**src/rtl/piq_pkg.sv**
```systemverilog
// Shared types and constants of the proportional insert queue.
// Used by piq_ctrl, piq_datapath and proportional_insert_queue; no dependencies.
`default_nettype none

package piq_pkg;

  // Request action codes
  localparam logic ActEnq = 1'b0;
  localparam logic ActDeq = 1'b1;

  // Priority scale: priority 16 inserts at the back
  localparam logic [4:0] PrioScale = 5'd16;
  localparam int unsigned PrioShift = 4;

  typedef enum logic [1:0] {
    StatEnq   = 2'd0,
    StatDeq   = 2'd1,
    StatEmpty = 2'd2,
    StatFull  = 2'd3
  } status_e;

  // Commands from the controller to the datapath
  typedef struct packed {
    logic latch;   // capture the incoming request
    logic insert;  // insert the held value into the queue
    logic pop;     // remove the front entry
    logic reject;  // leave the queue alone, report empty or full
  } cmd_t;

  // Status from the datapath to the controller
  typedef struct packed {
    logic is_deq;  // held request is a dequeue
    logic full;
    logic empty;
  } stat_t;

endpackage

`default_nettype wire

```
**src/rtl/proportional_insert_queue.sv**
```systemverilog
// Proportional insert queue: bounded queue of signed 32-bit values whose
// insert depth follows a priority. Depends on piq_pkg, piq_ctrl, piq_datapath.
//
// Usage:
//   Input channel (in_valid_i / in_ready_o) carries one request: action_i
//   selects enqueue or dequeue, value_in_i is the value to insert and
//   priority_req_i the insert priority (0 front .. 16 back, larger clamps
//   to 16). An enqueue lands at min(prio * (count + 1) / 16, count).
//   Output channel (out_valid_o / out_ready_i) returns one response per
//   request: removed front value (else zero), status code and occupancy.
//   Order: the request register captures the request, the execute state
//   updates the entry array and loads the response register, and the
//   response is valid in the send state that follows.
//   A new request is taken only after the response has left; the
//   controller runs capture, execute and send in turn, and the entry
//   array shifts entries in place in the execute state.
//   Stall: while out_ready_i is low the response holds and no new request is
//   taken; in_ready_o stays low until the response leaves.
//   Reset: the queue comes up empty and idle, ready for a request. Entry
//   contents are left as they are and are only read after being written.
//   Full enqueue and empty dequeue leave the queue unchanged.
`default_nettype none

module proportional_insert_queue #(
  parameter int unsigned DEPTH = 16
) (
  input  wire logic               clk_i,
  input  wire logic               rst_ni,
  input  wire logic               in_valid_i,
  output logic                    in_ready_o,
  input  wire logic               action_i,
  input  wire logic signed [31:0] value_in_i,
  input  wire logic [4:0]         priority_req_i,
  output logic                    out_valid_o,
  input  wire logic               out_ready_i,
  output logic signed [31:0]      value_out_o,
  output logic [1:0]              status_o,
  output logic [4:0]              occupancy_o
);

  // Command and status between the sequencer and the datapath
  piq_pkg::cmd_t  cmd;
  piq_pkg::stat_t stat;

  // Sequencer: capture the request, execute once, hold the response
  piq_ctrl u_ctrl (
    .clk_i       (clk_i),
    .rst_ni      (rst_ni),
    .in_valid_i  (in_valid_i),
    .in_ready_o  (in_ready_o),
    .out_valid_o (out_valid_o),
    .out_ready_i (out_ready_i),
    .stat_i      (stat),
    .cmd_o       (cmd)
  );

  // Entry array, count, insert position and response register
  piq_datapath #(
    .DEPTH (DEPTH)
  ) u_datapath (
    .clk_i          (clk_i),
    .rst_ni         (rst_ni),
    .cmd_i          (cmd),
    .stat_o         (stat),
    .action_i       (action_i),
    .value_in_i     (value_in_i),
    .priority_req_i (priority_req_i),
    .value_out_o    (value_out_o),
    .status_o       (status_o),
    .occupancy_o    (occupancy_o)
  );

endmodule

`default_nettype wire

```
**src/rtl/piq_ctrl.sv**
```systemverilog
// Controller of the proportional insert queue: one-hot sequencer that
// accepts a request, issues one execute command and holds the response.
// Depends on piq_pkg.
`default_nettype none

module piq_ctrl (
  input  wire logic           clk_i,
  input  wire logic           rst_ni,
  input  wire logic           in_valid_i,
  output logic                in_ready_o,
  output logic                out_valid_o,
  input  wire logic           out_ready_i,
  input  wire piq_pkg::stat_t stat_i,
  output piq_pkg::cmd_t       cmd_o
);

  typedef enum logic [2:0] {
    StIdle = 3'b001,
    StExec = 3'b010,
    StSend = 3'b100
  } state_e;

  state_e state_q, state_d;

  always_comb begin
    state_d = state_q;
    cmd_o   = '0;
    unique case (state_q)
      StIdle: begin
        if (in_valid_i) begin
          cmd_o.latch = 1'b1;
          state_d     = StExec;
        end
      end
      StExec: begin
        if (stat_i.is_deq) begin
          cmd_o.pop    = !stat_i.empty;
          cmd_o.reject = stat_i.empty;
        end else begin
          cmd_o.insert = !stat_i.full;
          cmd_o.reject = stat_i.full;
        end
        state_d = StSend;
      end
      StSend: begin
        if (out_ready_i) state_d = StIdle;
      end
      default: state_d = StIdle;
    endcase
  end

  always_ff @(posedge clk_i or negedge rst_ni) begin
    if (!rst_ni) begin
      state_q <= StIdle;
    end else begin
      state_q <= state_d;
    end
  end

  assign in_ready_o  = (state_q == StIdle);
  assign out_valid_o = (state_q == StSend);

endmodule

`default_nettype wire

```
**src/rtl/piq_datapath.sv**
```systemverilog
// Datapath of the proportional insert queue: request register, shifting
// entry array, occupancy count, insert position and response register.
// Depends on piq_pkg.
`default_nettype none

module piq_datapath #(
  parameter int unsigned DEPTH = 16
) (
  input  wire logic               clk_i,
  input  wire logic               rst_ni,
  input  wire piq_pkg::cmd_t      cmd_i,
  output piq_pkg::stat_t          stat_o,
  input  wire logic               action_i,
  input  wire logic signed [31:0] value_in_i,
  input  wire logic [4:0]         priority_req_i,
  output logic signed [31:0]      value_out_o,
  output logic [1:0]              status_o,
  output logic [4:0]              occupancy_o
);

  localparam int unsigned CntW  = $clog2(DEPTH + 1);
  localparam int unsigned ProdW = CntW + 5;

  // Request register
  logic               act_q;
  logic signed [31:0] val_q;
  logic [4:0]         prio_q;

  always_ff @(posedge clk_i) begin
    if (cmd_i.latch) begin
      act_q  <= action_i;
      val_q  <= value_in_i;
      prio_q <= priority_req_i;
    end
  end

  // Occupancy
  logic [CntW-1:0] count_q;

  always_ff @(posedge clk_i or negedge rst_ni) begin
    if (!rst_ni) begin
      count_q <= '0;
    end else if (cmd_i.insert) begin
      count_q <= count_q + CntW'(1);
    end else if (cmd_i.pop) begin
      count_q <= count_q - CntW'(1);
    end
  end

  assign stat_o.is_deq = (act_q == piq_pkg::ActDeq);
  assign stat_o.full   = (count_q == CntW'(DEPTH));
  assign stat_o.empty  = (count_q == '0);

  // Insert position: min(prio * (count + 1) / 16, count)
  logic [4:0]       prio_c;
  logic [CntW-1:0]  newcnt;
  logic [ProdW-1:0] prod;
  logic [ProdW-1:0] pos_raw;
  logic [CntW-1:0]  pos;

  always_comb begin
    prio_c  = (prio_q > piq_pkg::PrioScale) ? piq_pkg::PrioScale : prio_q;
    newcnt  = count_q + CntW'(1);
    prod    = ProdW'(prio_c) * ProdW'(newcnt);
    pos_raw = prod >> piq_pkg::PrioShift;
    pos     = (pos_raw > ProdW'(count_q)) ? count_q : pos_raw[CntW-1:0];
  end

  // Entry array, front at index 0; each entry sees only its neighbors
  logic signed [31:0] entries_q [DEPTH];

  for (genvar g = 0; g < DEPTH; g++) begin : g_entry
    localparam logic [CntW-1:0] Idx = CntW'(g);
    if (g == 0) begin : g_front
      always_ff @(posedge clk_i) begin
        if (cmd_i.insert && (pos == Idx)) begin
          entries_q[g] <= val_q;
        end else if (cmd_i.pop && (DEPTH > 1)) begin
          entries_q[g] <= entries_q[1];
        end
      end
    end else if (g == DEPTH - 1) begin : g_back
      always_ff @(posedge clk_i) begin
        if (cmd_i.insert) begin
          if (pos == Idx) begin
            entries_q[g] <= val_q;
          end else if ((Idx > pos) && (Idx <= count_q)) begin
            entries_q[g] <= entries_q[g-1];
          end
        end
      end
    end else begin : g_mid
      always_ff @(posedge clk_i) begin
        if (cmd_i.insert) begin
          if (pos == Idx) begin
            entries_q[g] <= val_q;
          end else if ((Idx > pos) && (Idx <= count_q)) begin
            entries_q[g] <= entries_q[g-1];
          end
        end else if (cmd_i.pop) begin
          entries_q[g] <= entries_q[g+1];
        end
      end
    end
  end

  // Response register
  logic signed [31:0] res_val_q;
  piq_pkg::status_e   res_stat_q;

  always_ff @(posedge clk_i) begin
    if (cmd_i.insert) begin
      res_val_q  <= '0;
      res_stat_q <= piq_pkg::StatEnq;
    end else if (cmd_i.pop) begin
      res_val_q  <= entries_q[0];
      res_stat_q <= piq_pkg::StatDeq;
    end else if (cmd_i.reject) begin
      res_val_q  <= '0;
      res_stat_q <= stat_o.is_deq ? piq_pkg::StatEmpty : piq_pkg::StatFull;
    end
  end

  logic [ProdW-1:0] count_ext;
  assign count_ext   = ProdW'(count_q);
  assign value_out_o = res_val_q;
  assign status_o    = res_stat_q;
  assign occupancy_o = count_ext[4:0];

endmodule

`default_nettype wire

```
**config.mk**
```make
export PLATFORM = sky130hd
export DESIGN_NAME = proportional_insert_queue
export DESIGN_NICKNAME = d
export VERILOG_FILES = /design/src/rtl/piq_pkg.sv /design/src/rtl/proportional_insert_queue.sv /design/src/rtl/piq_ctrl.sv /design/src/rtl/piq_datapath.sv
export SDC_FILE = /design/constraint.sdc
export NUM_CORES = 1
export LEC_CHECK = 0
export BUFFER_PORTS_ARGS = -buffer_cell sky130_fd_sc_hd__buf_2
export CAP_MARGIN = 30
export CORE_UTILIZATION = 40
export CTS_BUF_LIST = sky130_fd_sc_hd__clkbuf_16
export DETAILED_ROUTE_END_ITERATION = 6
export HOLD_SLACK_MARGIN = 0.15
export MAX_ROUTING_LAYER = met4
export SLEW_MARGIN = 0
export SYNTH_ARGS = -nofsm -noshare
export SYNTH_HDL_FRONTEND = slang
export SYNTH_SLANG_ARGS = --single-unit
```
**constraint.sdc**
```tcl
create_clock -name clk_i -period 11.1 [get_ports clk_i]
set_clock_uncertainty 0.15 [all_clocks]
set_input_delay 0 -clock clk_i [delete_from_list [all_inputs] [get_ports clk_i]]
set_output_delay 0 -clock clk_i [all_outputs]
set_load 0.05 [all_outputs]
```
==> results of run 1 <==
-- cells in the mapped netlist (6+ instances only) --
library cell	number
edfxtp_1	550
nand2_1	352
nor2_1	277
mux2i_1	233
a21oi_1	219
clkbuf_1	180
nand3_1	143
o211ai_1	141
o21ai_0	117
a221o_1	60
a31oi_1	44
buf_2	35
dfxtp_1	34
mux2_2	34
a22o_1	33
inv_1	30
ha_1	26
buf_1	15
and2_1	13
xnor2_1	9
fa_1	8
dfrtp_1	7
nand4_1	7
buf_6	6
-- worst max path at each step --
stage / from / end / slack (ns) / cells after the start
3_5_place_dp: u_datapath.occupancy_o[2] / u_datapath.entries_q[6][15] / 1.58 / 22
3_3_place_gp: u_datapath.occupancy_o[2] / u_datapath.entries_q[12][13] / 1.66 / 22
2_1_floorplan: u_datapath.occupancy_o[3] / u_datapath.entries_q[9][0] / 1.60 / 27
4_1_cts: u_datapath.occupancy_o[2] / u_datapath.entries_q[6][29] / 1.56 / 22
6_report: u_datapath.occupancy_o[2] / u_datapath.entries_q[6][10] / 1.49 / 23
5_1_grt: u_datapath.occupancy_o[2] / u_datapath.entries_q[6][29] / 0.74 / 22
-- routing by layer --
metal | track usage | vias up | wire, µm
met5 | - | - | 0
met2 | 0.304 | 933 | 34300
met1 | 0.358 | 10619 | 41300
li1 | - | 10036 | -
met4 | 0.0453 | 0 | 1010
met3 | 0.0454 | 70 | 8370
-- stage by stage --
stage / cell area (µm²) / util / hold slack (ns) / setup WS, ns / total power, mW
after floorplan: 29600 / - / -0.446 / 1.60 / 5.83
after global placement: 30700 / 0.420 / -0.294 / 1.66 / 6.97
after detailed placement: 30800 / 0.422 / -0.289 / 1.58 / 7.03
after CTS: 33800 / 0.462 / 0.245 / 1.56 / 9.25
after global routing: 33800 / 0.463 / 0.304 / 0.736 / 9.73
final: 33800 / 0.463 / 0.256 / 1.49 / 9.26
-- worst register-to-register path, delay by kind of cell, from the launching register on --
family	cells	cell delay, ns
adders and majority gates	5	2.37
AOI/OAI and AO/OA	5	1.58
buffers and inverters	4	1.04
muxes	1	0.23
DFF	1	0.69
and+or+nand+nor	6	2.09
xor gates and xnor gates	2	1.08
-- cell type report --
class,instances,area [µm²],share of cell area
sequential,592,17400,0.514
multi-input combinational,1805,11300,0.333
clock buffer,69,1730,0.0511
timing repair buffer,211,1720,0.0508
tap,959,1200,0.0355
clock inverter,52,398,0.0118
inverter,31,116,0.00344
-- cells in the final DEF, fill, tap and decap left out, types with 5 or more instances in the layout --
cell	Yosys	final
a21o_1	5	5
a21oi_1	219	217
a221o_1	60	60
a22o_1	33	33
a31oi_1	44	44
and2_1	13	12
buf_2	35	82
buf_4	5	38
bufinv_16	0	5
clkbuf_16	0	69
clkinv_1	1	13
clkinv_2	0	6
dfrtp_1	7	7
dfxtp_1	34	34
dlygate4sd3_1	0	83
edfxtp_1	550	550
fa_1	8	8
ha_1	26	26
inv_1	30	51
mux2_2	34	34
mux2i_1	233	233
nand2_1	352	345
nand2_2	0	7
nand3_1	143	141
nand4_1	7	7
nor2_1	277	276
o211ai_1	141	141
o21ai_0	117	113
xnor2_1	9	9
xor2_1	5	5
-- sequential cells by signal (all words and copies together) (netlist names) --
name	flops
u_datapath.entries_q	512
u_datapath.val_q	32
u_datapath.value_out_o	32
u_datapath.occupancy_o	5
u_datapath.prio_q	5
u_ctrl.state_q	3
u_datapath.status_o	2
u_datapath.act_q	1
-- power by group through the flow --
stage / clock, mW / combinational [mW] / sequential, mW
floorplan: 0 / 2.25 / 3.57
global placement: 0 / 3.43 / 3.54
detailed placement: 0 / 3.48 / 3.55
CTS: 2.22 / 3.51 / 3.51
global route: 2.31 / 3.85 / 3.57
finish: 2.18 / 3.54 / 3.53
-- cells by family after synthesis --
family / after synthesis / share of synthesized area
AOI/OAI and AO/OA: 653 / 0.143
xor gates and xnor gates: 14 / 0.00414
muxes: 267 / 0.0916
adders and majority gates: 34 / 0.0164
and+or+nand+nor: 837 / 0.120
DFF: 592 / 0.587
buffers and inverters: 272 / 0.0381
==> metrics.md, run 1 <==
| Metric | Value |
|---|---|
| Count of cell types in the netlist | 68 |
| Clk pwr share | 0.236 |
| Critical Path End Type | flip-flop |
| CP startpoint kind | flip-flop |
| Crit path time final | 9.61 ns |
| R2r setup slk | 1.49 ns |
| CP Max Fanout | 65 |
| PostCTS Resize Cnt | 0 |
| Max-cap check violation count | 0 |
| CTS tree | built |
| First-pass GRT wire length | 128 mm |
| Crit path buf inv count | 4 |
| Cell Chain, Critical Path | inv_1, nor2_1, nand2_1, xnor2_1, nand3b_1, fa_1, fa_1, fa_1, inv_1, ha_1, o21a_1, nor2_1, o31ai_1, xnor2_1, inv_1, ha_1, mux2i_1, a31oi_1, nor3_4, a31oi_1, nor4_2, buf_4, a211o_2 |
| Final-report setup violation count | 0 |
| Num ports | 83 |
| Crit Path Category | flip-flop to flip-flop |
| Worst r2r dst | u_datapath.entries_q[6][10] |
| Family with the most delay on the worst path | adder cells |
| Area grow syn2layout | 14.1% |
| Power density over the cells | 274 nW/µm² |
| CTS Buffer Depth | 3 |
| Share of the synthesized area in the top cell type | 0.557 |
| Total negative slack | 0 ns |
| Peak Freq | 104 MHz |
| Ys flop type | edfxtp_1 |
| DRT iter0 DRCs | 2876 |
| GRT Residual Overflow | 0 |
| Crit-path max cell delay | 0.78 ns |
| Placer congestion estimate | 0.880 |
| Worst EP required | 11.18 ns |
| Number of synthesized flops with an enable pin | 550 |
| Tcrit/Tclk final | 0.866 |
| Diode count | 0 |
| Starting density of the core | 0.406 |
| RSZ-0062 raised after global routing | no |
| First-pass DRT Iterations | 7 |
| Share of power burned in registers | 0.381 |
| VDD IR-drop max | 162 µV |
| Reg2reg path depth | 23 |
| Drt drc | 20 |
| Status | finished, violations left |
| Mapped Cells | 2669 |
| Fin nets | 2784 |
| Filler cells | 6677 |
| Total Routed Length | 84.9 mm |
| Worst path arrival time | 9.69 ns |
| Slew Limit Fails | 0 |
| ANT nets after route | 0 |
| Failing checks | DRC |
| Core ar. | 73100 µm² |
| Clock Tree Root | clkbuf_16 |
| Pint | 5.50 mW |
| Sw Pwr | 3.75 mW |
| Post-CTS Setup Inserts | 0 |
| Share of layout cells above drive strength 1 | 0.106 |
| Hold/Removal Path Class | primary input to async pin |
| Vias per inst | 5.82 |
| Die Y | 274 µm |
| Post-synthesis cell area | 29600 µm² |
| Largest area contributor in the netlist | edfxtp_1 |
| Non-filler cells, final | 3719 |
| Syn. warnings | 0 |
| Via count | 21658 |
| Leakage | 12.1 nW |
| Seq/Total Area, Yosys | 0.587 |
| Slowest stage cell, crit path | nor3_4 |
| Final Hold Viols | 0 |
| Vias in the first global route | 19821 |
| Hold_buf cts | 83 |
| Comb power frac | 0.383 |
| Initial antenna violation count | 0 |
| Clock buffer count from CTS | 67 |
| Routed len/inst | 22.8 µm |
| CTS Sinks | 592 |
| Ys async rst share | 0.0135 |
| Row Count | 99 |
| Mean post-synth cell area | 11.1 µm² |
| R2r startpoint | u_datapath.occupancy_o[2] |
| Number of synthesized register bits | 592 |
| Die span in x | 274 µm |
| GRT Resource Usage Total | 0.230 |
| Worst Tran Pin Value | 0.974 ns |
| Switching share of power | 0.405 |
| Syn nets | 2745 |
| HPWL after DPL | 55.6 mm |
| Die area | 75200 µm² |
| Clk slew on worst S/H paths | 0.06 ns |
| Largest net degree at the start of global routing | 170 |
| Headroom to the max-slew limit | 0.348 |
| Top cells by area, synth | edfxtp_1 (56%), mux2i_1 (7.9%), nand2_1 (4.5%) |
| Inst Count DP | 3513 |
| Port Buffers | 82 |
| H-tree levels | 3 |
| Clk_lat worst skew | 0.61 ns |
No activity file was read; power rests on OpenSTA's default activity.
==> run 2, diff against run 1 <==
Settings changed: ABC_AREA from default to 1, CELL_PAD_IN_SITES_DETAIL_PLACEMENT from default to 1, CELL_PAD_IN_SITES_GLOBAL_PLACEMENT from default to 1, HOLD_SLACK_MARGIN 0.15 to 0.12, PLACE_DENSITY_LB_ADDON from default to 0.1.
==> metrics.md, run 2 <==
| Metric | Value |
|---|---|
| Final instance area | 34900 µm² |
| Post-synthesis cell area | 31000 µm² |
| CP startpoint kind | flip-flop |
| Crit path time final | 8.82 ns |
| Clock buffer count from CTS | 71 |
| CTS tree | built |
| ANT nets after route | 0 |
| Core ar. | 76300 µm² |
| Pre-CTS setup slack | 2.29 ns |
| VDD IR-drop max | 171 µV |
| Vias per inst | 5.42 |
| GRT Residual Overflow | 0 |
| CP Max Fanout | 66 |
| Power density over the cells | 259 nW/µm² |
| Die span in x | 280 µm |
| Number of synthesized register bits | 592 |
| Area grow syn2layout | 12.6% |
| Tcrit/Tclk final | 0.795 |
| Max FFs per register | 512 |
| Num ports | 83 |
| Port Buffers | 82 |
| Sw Pwr | 3.71 mW |
| Multi-input gate area | 11400 µm² |
| RSZ-0062 raised after global routing | no |
| Crit Path Category | flip-flop to flip-flop |
| Die area | 78500 µm² |
| Final-report setup violation count | 0 |
| Worst path arrival time | 8.92 ns |
| Share of the synthesized area in the top cell type | 0.533 |
| Fin nets | 3667 |
| CTS Sinks | 592 |
| First-pass DRT Iterations | 5 |
| Family with the most delay on the worst path | simple AND/OR/NAND/NOR gates |
| Switching share of power | 0.411 |
| Crit path buf inv count | 4 |
| Final Hold Viols | 0 |
| PostCTS Resize Cnt | 0 |
| Headroom to the max-slew limit | 0.325 |
| Worst EP required | 11.20 ns |
| Total negative slack | 0 ns |
| Clk pwr share | 0.249 |
| Crit-path max cell delay | 0.64 ns |
| CTS Buffer Depth | 3 |
| Worst Tran Pin Value | 1.01 ns |
| Vias in the first global route | 27776 |
| Area after DPL | 31800 µm² |
| Max-cap check violation count | 0 |
| Leakage | 14.6 nW |
| Most common cell after layout, fill and taps aside | nand2_1 |
| Routed len/inst | 21.2 µm |
| Count leader, synth | nand2_1 |
| Mapped Cells | 3572 |
| H-tree levels | 3 |
| Share of layout cells above drive strength 1 | 0.0782 |
| Initial antenna violation count | 0 |
| Comb power frac | 0.373 |
| CP dominant cell by count | nand2_1 |
| Critical Path End Type | flip-flop |
| Die Y | 280 µm |
| HPWL after DPL | 67.2 mm |
| Syn nets | 3648 |
| Clock Tree Root | clkbuf_16 |
| Post-CTS Setup Inserts | 0 |
| Peak Freq | 113 MHz |
| Slowest stage cell, crit path | dfrtp_1 |
| Register area | 17400 µm² |
| Pint | 5.32 mW |
| Status | complete, no violations |
| Top cells by area, synth | edfxtp_1 (53%), nand2_1 (16%), nand3_1 (4.1%) |
| Clk slew on worst S/H paths | 0.06 ns |
| Hold/Removal Path Class | primary input to async pin |
| Largest area contributor in the netlist | edfxtp_1 |
| Slew Limit Fails | 0 |
| Count of cell types in the netlist | 48 |
| Commonest non-fill, non-tap cells in the layout | nand2_1 (1285), edfxtp_1 (550), inv_1 (268), o21ai_1 (251), nand3_1 (247) |
| Starting density of the core | 0.406 |
| Diode count | 0 |
| Total Routed Length | 99.3 mm |
| DRT iter0 DRCs | 1430 |
| Syn. warnings | 0 |
| Filler cells | 8913 |
| GRT Resource Usage Total | 0.261 |
| Row Count | 101 |
| Share of power burned in registers | 0.379 |
| Hold_buf cts | 83 |
| Seq/Total Area, Yosys | 0.562 |
| Clk_lat worst skew | 0.61 ns |
| Mean post-synth cell area | 8.67 µm² |
| Largest net degree at the start of global routing | 113 |
| Setup ws final | 2.28 ns |
| Ys async rst share | 0.0135 |
| Placer congestion estimate | 0.872 |
| Number of synthesized flops with an enable pin | 550 |
| Ys flop type | edfxtp_1 |
| Via count | 25333 |
| Largest Register | u_datapath.entries_q |
| First-pass GRT wire length | 155 mm |
| Drt drc | 0 |
| Most frequent cells after synthesis | nand2_1 (1289), edfxtp_1 (550), nand3_1 (255) |
-- run 2: layout make-up --
cell class,count,area share
multi-input cells,2455,0.326
inverters,263,0.0286
clock buffers,74,0.0531
well taps,1030,0.0370
clock inverters,54,0.00926
repair buffers,208,0.0472
flip-flops and latches,592,0.499
-- run 2: metal layers --
metal  global-route usage  wire length (µm)  up-vias  share of wire
met1                0.285             39000    12708           0.39
met2                0.482             53700      438           0.54
met3               0.0290              2570      242          0.026
met4                0.102              3980        0          0.040
met5                    -                 0        -              0
li1                     -                 -    11945              -
-- run 2: cell families after synthesis --
logic type                 share of synthesized area
and+or+nand+nor                                0.234
AOI/OAI and AO/OA                              0.112
DFF                                            0.562
buffers and inverters                         0.0750
adders and majority gates                     0.0157
xor gates and xnor gates                     0.00141
-- run 2: stage by stage --
| step | cells | util | hold slack (ns) | total power, mW |
|---|---|---|---|---|
| after floorplan | 3572 | - | -0.446 | 5.81 |
| after global placement | 4459 | 0.416 | -0.277 | 6.69 |
| after detailed placement | 4463 | 0.417 | -0.281 | 6.82 |
| after CTS | 4674 | 0.456 | 0.244 | 9.12 |
| after global routing | 4676 | 0.457 | 0.279 | 9.59 |
| final | 4676 | 0.457 | 0.257 | 9.03 |
-- run 2: worst reg2reg max path: cells and delay by family, from the launching register on --
kind	cells	cell delay [ns]
flops	1	0.64
fa+ha+maj	6	2.51
simple gates	15	3.08
compound gates	4	1.15
buf+inv	4	0.73
xor+xnor	1	0.16
-- run 2: path summary, 6_finish.rpt --
path                                      startpoint  slack [ns]                    endpoint  cells after the start
setup / recovery           u_datapath.occupancy_o[0]        2.28  u_datapath.entries_q[9][6]                     30
hold / removal                                rst_ni        0.26           u_ctrl.state_q[2]                      3
setup reg to reg           u_datapath.occupancy_o[0]        2.28  u_datapath.entries_q[9][6]                     30
hold reg to reg            u_datapath.value_out_o[9]        0.33   u_datapath.value_out_o[9]                      1
max in group asynchronous                     rst_ni       10.22           u_ctrl.state_q[0]                      3
min in group clk_i         u_datapath.value_out_o[9]        0.33   u_datapath.value_out_o[9]                      1
-- run 2: power groups by stage --
stage	clock (mW)	sequential, mW	combinational (mW)
final	2.24	3.42	3.36
after global routing	2.36	3.46	3.77
after CTS	2.29	3.43	3.40
after detailed placement	0	3.47	3.36
after global placement	0	3.46	3.23
after floorplan	0	3.54	2.27
==> run 3, diff against run 2 <==
Clock period 11.1 ns to 8.5 ns, I/O delays scaled along.
==> metrics.md, run 3 (same netlist as run 2, synthesis figures left out) <==
| Metric | Value |
|---|---|
| Status | complete, no violations |
| Row Count | 101 |
| Clk slew on worst S/H paths | 0.06 ns |
| Num ports | 83 |
| CTS Buffer Depth | 3 |
| Slew Limit Fails | 0 |
| Crit path time final | 7.87 ns |
| Die Y | 280 µm |
| Tcrit/Tclk final | 0.926 |
| CP Max Fanout | 25 |
| Largest Register | u_datapath.entries_q |
| GRT Resource Usage Total | 0.281 |
| Crit-path max cell delay | 0.56 ns |
| Family with the most delay on the worst path | adder cells |
| Vias in the first global route | 27905 |
| Worst Tran Pin Value | 1.16 ns |
| Final-report setup violation count | 0 |
| Fin nets | 3684 |
| Via count | 25923 |
| Area grow syn2layout | 13.6% |
| Critical Path End Type | flip-flop |
| ANT nets after route | 0 |
| Commonest non-fill, non-tap cells in the layout | nand2_1 (1285), edfxtp_1 (550), inv_1 (268), o21ai_1 (252), nand3_1 (247) |
| Crit Path Category | flip-flop to flip-flop |
| Hold/Removal Path Class | primary input to async pin |
| Port Buffers | 82 |
| Vias per inst | 5.52 |
| Total negative slack | 0 ns |
| R2r setup slk | 0.63 ns |
| Post-CTS Setup Inserts | 0 |
| Slowest stage cell, crit path | dfrtp_1 |
| Die area | 78500 µm² |
| Leakage | 14.8 nW |
| Die span in x | 280 µm |
| First-pass GRT wire length | 164 mm |
| RSZ-0062 raised after global routing | no |
| Worst EP required | 8.62 ns |
| GRT Residual Overflow | 0 |
| Worst r2r dst | u_datapath.entries_q[9][11] |
| Peak Freq | 127 MHz |
| Total Routed Length | 106 mm |
| Worst path arrival time | 7.99 ns |
| Most common cell after layout, fill and taps aside | nand2_1 |
| First-pass DRT Iterations | 5 |
| Pwr Total | 12.1 mW |
| Reg2reg path depth | 31 |
| Routed len/inst | 22.6 µm |
| Area after DPL | 32100 µm² |
| CP dominant cell by count | nand2_1 |
| Final instance area | 35200 µm² |
| Largest net degree at the start of global routing | 214 |
| VDD IR-drop max | 235 µV |
| CTS tree | built |
| CP startpoint kind | flip-flop |
| Drt drc | 0 |
| Headroom to the max-slew limit | 0.227 |
| Clock buffer count from CTS | 71 |
| H-tree levels | 3 |
| Power density over the cells | 344 nW/µm² |
| Share of layout cells above drive strength 1 | 0.0844 |
| Core ar. | 76300 µm² |
| Max-cap check violation count | 0 |
| Initial antenna violation count | 2 |
| R2r startpoint | u_datapath.occupancy_o[0] |
| Clk_lat worst skew | 0.63 ns |
| Clock Tree Root | clkbuf_16 |
| Starting density of the core | 0.406 |
| Max FFs per register | 512 |
| Final Hold Viols | 0 |
| CTS Sinks | 592 |
| HPWL after DPL | 67.9 mm |
| DRT iter0 DRCs | 1490 |
| Placer congestion estimate | 0.843 |
| Crit path buf inv count | 4 |
run 3: cell count changes in the layout (fill, tap and decap cells not counted), moves of 2 or more:
cell | previous run | this run
clkbuf_16 | 74 | 76
clkinv_2 | 12 | 15
clkinv_1 | 23 | 16
clkinv_8 | 1 | 3
buf_16 | 1 | 4
buf_12 | 5 | 12
bufinv_16 | 3 | 1
buf_4 | 37 | 44
run 3: worst register-to-register path: cells and delay by family, from the launching register on:
family	cells	cell delay [ns]
flip-flops	1	0.56
adder cells (fa/ha/maj)	6	2.45
AO/OA/AOI/OAI	8	1.29
AND/OR/NAND/NOR	12	2.19
XOR/XNOR	1	0.15
buffers and inverters	4	0.72
run 3: cell type report:
type	count	area (µm²)
Multi-Input combinational cell	2455	11400
Fill cell	8955	41100
Tap cell	1030	1290
Clock inverter	52	312
Antenna cell	1	2.50
Clock buffer	76	1900
Inverter	263	996
Timing Repair Buffer	225	1920
Sequential cell	592	17400
run 3: power by group:
part	internal, mW	leakage, nW	switching, mW
sequential	4.11	5.37	0.328
clock	1.65	1.15	1.31
combinational	1.24	8.26	3.47
run 3: worst max-delay path by stage:
stage	slack, ns	cells after the start	from	to
finish	0.63	31	u_datapath.occupancy_o[0]	u_datapath.entries_q[9][11]
global route	0.05	32	u_datapath.occupancy_o[0]	u_datapath.entries_q[9][11]
CTS	0.53	29	u_datapath.occupancy_o[0]	u_datapath.entries_q[9][11]
detailed placement	0.60	29	u_datapath.occupancy_o[0]	u_datapath.entries_q[9][5]
global placement	0.85	28	u_datapath.occupancy_o[0]	u_datapath.entries_q[3][6]
floorplan	0.30	31	u_datapath.occupancy_o[2]	u_datapath.entries_q[11][0]
run 3: repair_timing:
| action | 4_1_cts | 5_1_grt |
|---|---|---|
| setup endpoints to repair | 0 | 21 |
| endpoints found under the hold margin | 87 | 0 |
| hold buffers | 83 | 0 |
| resized for setup | 0 | 1 |
run 3: per-stage QoR:
stage                     cells  utilization  setup WS [ns]  hold WS, ns
after floorplan            3572            -          0.298       -0.446
after global placement     4475        0.419          0.855       -0.271
after detailed placement   4480        0.420          0.600       -0.266
after CTS                  4691        0.460          0.535        0.284
after global routing       4694        0.461         0.0481        0.339
final                      4694        0.461          0.628        0.288
run 3: metal layers:
metal	vias up	routed length, µm	track usage
met5	-	0	-
met1	13153	43500	0.326
li1	12002	-	-
met2	550	54100	0.487
met4	0	4650	0.116
met3	218	3870	0.0370
